$ cat config.mk
export PLATFORM = sky130hd
export DESIGN_NAME = iste_ctrl
export DESIGN_NICKNAME = d
export VERILOG_FILES = /design/src/rtl/iste_pkg.sv /design/src/rtl/iste_ctrl.sv
export SDC_FILE = /design/constraint.sdc
export NUM_CORES = 1
export LEC_CHECK = 0
export ABC_CLOCK_PERIOD_IN_PS = 2200
export BUFFER_PORTS_ARGS = -buffer_cell sky130_fd_sc_hd__buf_4
export CORE_AREA = 8 8 45 47
export DETAILED_ROUTE_END_ITERATION = 12
export DIE_AREA = 0 0 53 55
export HOLD_SLACK_MARGIN = 0.03
export PLACE_DENSITY_LB_ADDON = 0.12
export SYNTH_ARGS = -nofsm -noshare
export SYNTH_HDL_FRONTEND = slang
export SYNTH_SLANG_ARGS = --single-unit
$ cat constraint.sdc
create_clock -name clk -period 2.2 [get_ports clk]
set_input_delay 0.33 -clock clk [delete_from_list [all_inputs] [get_ports clk]]
set_output_delay 0.33 -clock clk [all_outputs]
set_load 0.05 [all_outputs]
$ cat src/rtl/iste_pkg.sv
// Shared types and constants for the index set table engine.
`timescale 1ns / 1ps

package iste_pkg;

    // Default store depth and stored index width.
    localparam int CAPACITY_DEF    = 256;
    localparam int INDEX_WIDTH_DEF = 24;

    // Operation codes carried by the kind field of a request.
    typedef enum logic [1:0] {
        KIND_APPEND  = 2'd0,
        KIND_FIND    = 2'd1,
        KIND_REMOVE  = 2'd2,
        KIND_LARGEST = 2'd3
    } kind_t;

    // Commands from the controller to the datapath.
    typedef struct packed {
        logic load;    // capture the request fields
        logic setup;   // check the request, prepare pointers, do an append
        logic run;     // scan or copy phase is active
        logic finish;  // commit the count and load the result registers
    } ctl_cmd_t;

    // Status from the datapath to the controller.
    typedef struct packed {
        logic run_done;  // every read issued and the last one consumed
    } dp_status_t;

endpackage

$ cat src/rtl/iste_ctrl.sv
// Controller state machine of the index set table engine.
`timescale 1ns / 1ps

module iste_ctrl
(
    input  logic                  clk,
    input  logic                  rst_n,
    input  logic                  start,
    input  iste_pkg::dp_status_t  status,
    output iste_pkg::ctl_cmd_t    cmd,
    output logic                  busy,
    output logic                  done
);

    typedef enum logic [1:0] {
        ST_IDLE,
        ST_SETUP,
        ST_RUN
    } state_t;

    state_t state_reg;
    logic   busy_reg;
    logic   done_reg;

    // Commands decoded from the current state and the request handshake.
    always_comb
    begin
        cmd.load   = start && !busy_reg;
        cmd.setup  = (state_reg == ST_SETUP);
        cmd.run    = (state_reg == ST_RUN);
        cmd.finish = (state_reg == ST_RUN) && status.run_done;
    end

    // State and registered handshake outputs.
    always_ff @(posedge clk or negedge rst_n)
    begin
        if (!rst_n)
        begin
            state_reg <= ST_IDLE;
            busy_reg  <= 1'b0;
            done_reg  <= 1'b0;
        end
        else
        begin
            done_reg <= 1'b0;
            case (state_reg)
                ST_IDLE:
                begin
                    if (start)
                    begin
                        state_reg <= ST_SETUP;
                        busy_reg  <= 1'b1;
                    end
                end
                ST_SETUP:
                begin
                    state_reg <= ST_RUN;
                end
                ST_RUN:
                begin
                    if (status.run_done)
                    begin
                        state_reg <= ST_IDLE;
                        busy_reg  <= 1'b0;
                        done_reg  <= 1'b1;
                    end
                end
                default:
                begin
                    state_reg <= ST_IDLE;
                    busy_reg  <= 1'b0;
                end
            endcase
        end
    end

    assign busy = busy_reg;
    assign done = done_reg;

    // A result strobe comes with the engine free for the next request.
    a_done_not_busy: assert property (@(posedge clk) disable iff (!rst_n)
        done_reg |-> !busy_reg)
        else $error("result strobe while busy");

    // An accepted request makes the engine busy on the next cycle.
    a_accept_busy: assert property (@(posedge clk) disable iff (!rst_n)
        (start && !busy_reg) |=> busy_reg)
        else $error("request accepted but engine not busy");

    // The strobe lasts exactly one cycle per request.
    a_done_pulse: assert property (@(posedge clk) disable iff (!rst_n)
        done_reg |=> !done_reg)
        else $error("result strobe longer than one cycle");

endmodule

==> out/metrics.csv <==
stage,metric,value,unit
run,MaxCap Viol Count,0,
finish,non-filler instance count after layout,44,
clock_network,CTS tree,done,
synthesis,Synth Instances,15,
finish,final non-filler cell area,287.8,sq um
detailed_routing,DRC Markers,0,
place,Placer Congestion,0.7284,
die,I/O pin total,10,
clock_network,CTS clock-pin slew for the worst setup and hold paths,0.04,ns
detailed_routing,DR WL/cell,10.57,microns
critical_path,critical path launch point type,flop,
timing,fmax,674.2,MHz
synthesis,syn avg cell area,11.18,sq um
timing,RSZ-0062 raised after global routing,false,
synthesis,Post-Syn Area,167.7,sq um
die,die height,55,microns
timing,count of final hold-check violations,0,
place,DP Cell Count,40,
place,placed cell area,255.2,sq um
hold_path,Hold Path Class,input pin to flop,
clock_network,deepest clock path buffer count,2,
critical_path,crit path DAT,1.15,ns
finish,Nets,34,
synthesis,number of flops mapped to enable cells by yosys,0,
synthesis,synth warn,0,
global_routing,largest net degree at the start of global routing,5,
critical_path,r2r setup slk,1.35,ns
synthesis,share of flip-flops with an asynchronous set or reset,100.0,%
clock_network,# H-tree levels,1,
clock_network,CTS Buf Count,3,
synthesis,synth cell count leaders,"dfrtp_1, nor2b_1, inv_1",
place,input/output buffers,9,
critical_path,kind of end point of the critical path,output port,
timing,Final Max Slew Viols,0,
synthesis,Synth Flop Type,dfrtp_1,
global_routing,vias in the first global route,162,
critical_path,WS Path Type,flop to output port,
finish,# fillers,155,
finish,area grow syn2layout,71.64,%
timing,Tightest Pin Transition,0.1343,ns
global_routing,first-pass GRT wire length,724,microns
clock_network,PostCTS Resize Cnt,0,
run_status,status,"finished, final reports clean",
critical_path,CP Data Required Time,1.87,ns
timing,worst hold margin,0.3284,ns
power,PwrDens,1556,nW/um^2
synthesis,Netlist cell types,9,
synthesis,Syn Nets,19,
detailed_routing,Iter 0 DRT Violations,3,
synthesis,"Seq/Total Area, Yosys",59.70,%
critical_path,Crit Path Max Fanout,4,
power,Leak,0.0001559,uW
timing,Final Cycle Share,67.42,%
timing,Max Clock Skew,0.004734,ns
detailed_routing,"wirelength, routed",465,microns
clock_network,CTS Root Cell,clkbuf_4,
timing,setup TNS,0,ns
power,Worst IR Drop VDD,408.3,uV
timing,Rel. slew slack,91.03,%
die,Rows,14,
die,die area,2915,sq um
global_routing,total grt overflow,0,
detailed_routing,Final ANT Viol Nets,0,
detailed_routing,Vias/cell,3.386,
finish,number of diodes,0,
timing,final setup vio count,0,
global_routing,initial antenna violation count,0,
die,core region area,1384,sq um
clock_network,clk_lat worst skew,0.24,ns
finish,layout cell share with drive strength beyond 1,46.43,%
finish,register area,100.1,sq um
die,Starting Density,12.12,%
die,die width,53,microns
synthesis,"area leader, netlist",dfrtp_1,
detailed_routing,vias,149,
finish,multi-input logic area,60.06,sq um
timing,crit path time final,1.483,ns
global_routing,overall routing resource usage,4.164,%
synthesis,largest cells by area after synthesis,"dfrtp_1, nor2b_1, nor2b_2, a21o_1, and2b_1",
finish,max reg flops,2,
clock_network,Clock Sinks,4,
detailed_routing,first-pass detailed-route iteration total,4,
synthesis,top-count cell post-synth,dfrtp_1,
synthesis,Seq cells post-synth,4,
synthesis,post-synth top area share,59.70,%
==> report_power, final <==
part           internal (uW)  switching, uW  total [uW]
Combinational           75.1            156         231
Sequential              99.5           22.6         122
Clock                   61.2           33.4        94.6
==> cell type report <==
type                    instances  share of cell area (%)
repair buffers                 10                   26.96
inverters                       2                   2.609
well taps                      16                   6.957
clock buffers                   3                   7.826
flip-flops and latches          4                   34.78
multi-input cells               9                   20.87
==> worst max-delay path: stages, from the launching register on <==
cell	delay, ns
dfrtp_1	0.39
nor2b_2	0.17
and2_1	0.16
buf_4	0.19
==> placed cells by master, fill, tap and decap left out <==
master | Yosys | routed
and2b_1 | 1 | 1
inv_1 | 2 | 2
and2_1 | 1 | 1
a21o_1 | 1 | 1
clkbuf_4 | 0 | 3
nor2b_2 | 1 | 1
nor2b_1 | 3 | 3
o22ai_1 | 1 | 1
dfrtp_1 | 4 | 4
a21oi_1 | 1 | 1
dlygate4sd3_1 | 0 | 1
buf_4 | 0 | 9
==> path summary, 6_finish.rpt <==
kind | startpoint | to | depth (start not counted)
min in group asynchronous | rst_n | done | 2
max | state_reg[1] | cmd[0] | 3
min reg2reg | state_reg[0] | state_reg[0] | 1
max in group asynchronous | rst_n | state_reg[0] | 2
min | status | done | 2
max reg2reg | state_reg[1] | state_reg[1] | 2
==> through the flow <==
| stage | util (%) | power (uW) | setup slack, ns |
|---|---|---|---|
| after detailed placement | 18.44 | 357.1 | 0.9625 |
| final | 20.80 | 447.8 | 0.7168 |
| after floorplan | - | 284.1 | 0.4698 |
| after global placement | 18.44 | 357.1 | 0.9659 |
| after global routing | 20.80 | 475.1 | 0.6475 |
| after CTS | 20.80 | 456.3 | 0.6985 |
==> what timing repair did <==
item	4_1_cts	5_1_grt
endpoints found under the hold margin	4	0
hold buffers	1	0
buffers inserted	0	0
==> routing by layer <==
metal | up-vias | global-route usage (%) | part of all wire (%)
met3 | 2 | 3.476 | 9.2
li1 | 75 | - | -
met5 | - | 0 | 0
met2 | 6 | 5.664 | 49
met1 | 66 | 2.910 | 35
met4 | 0 | 6.466 | 6.5
==> cell families (layout without fill, tap and decap cells) <==
logic type	count (synthesis)	count (layout)	synth area share [%]
and+or+nand+nor	6	6	24.63
DFF	4	4	59.70
AOI/OAI and AO/OA	3	3	11.20
buffers and inverters	2	15	4.479
Note: power is estimated with default switching activity, not from simulation.
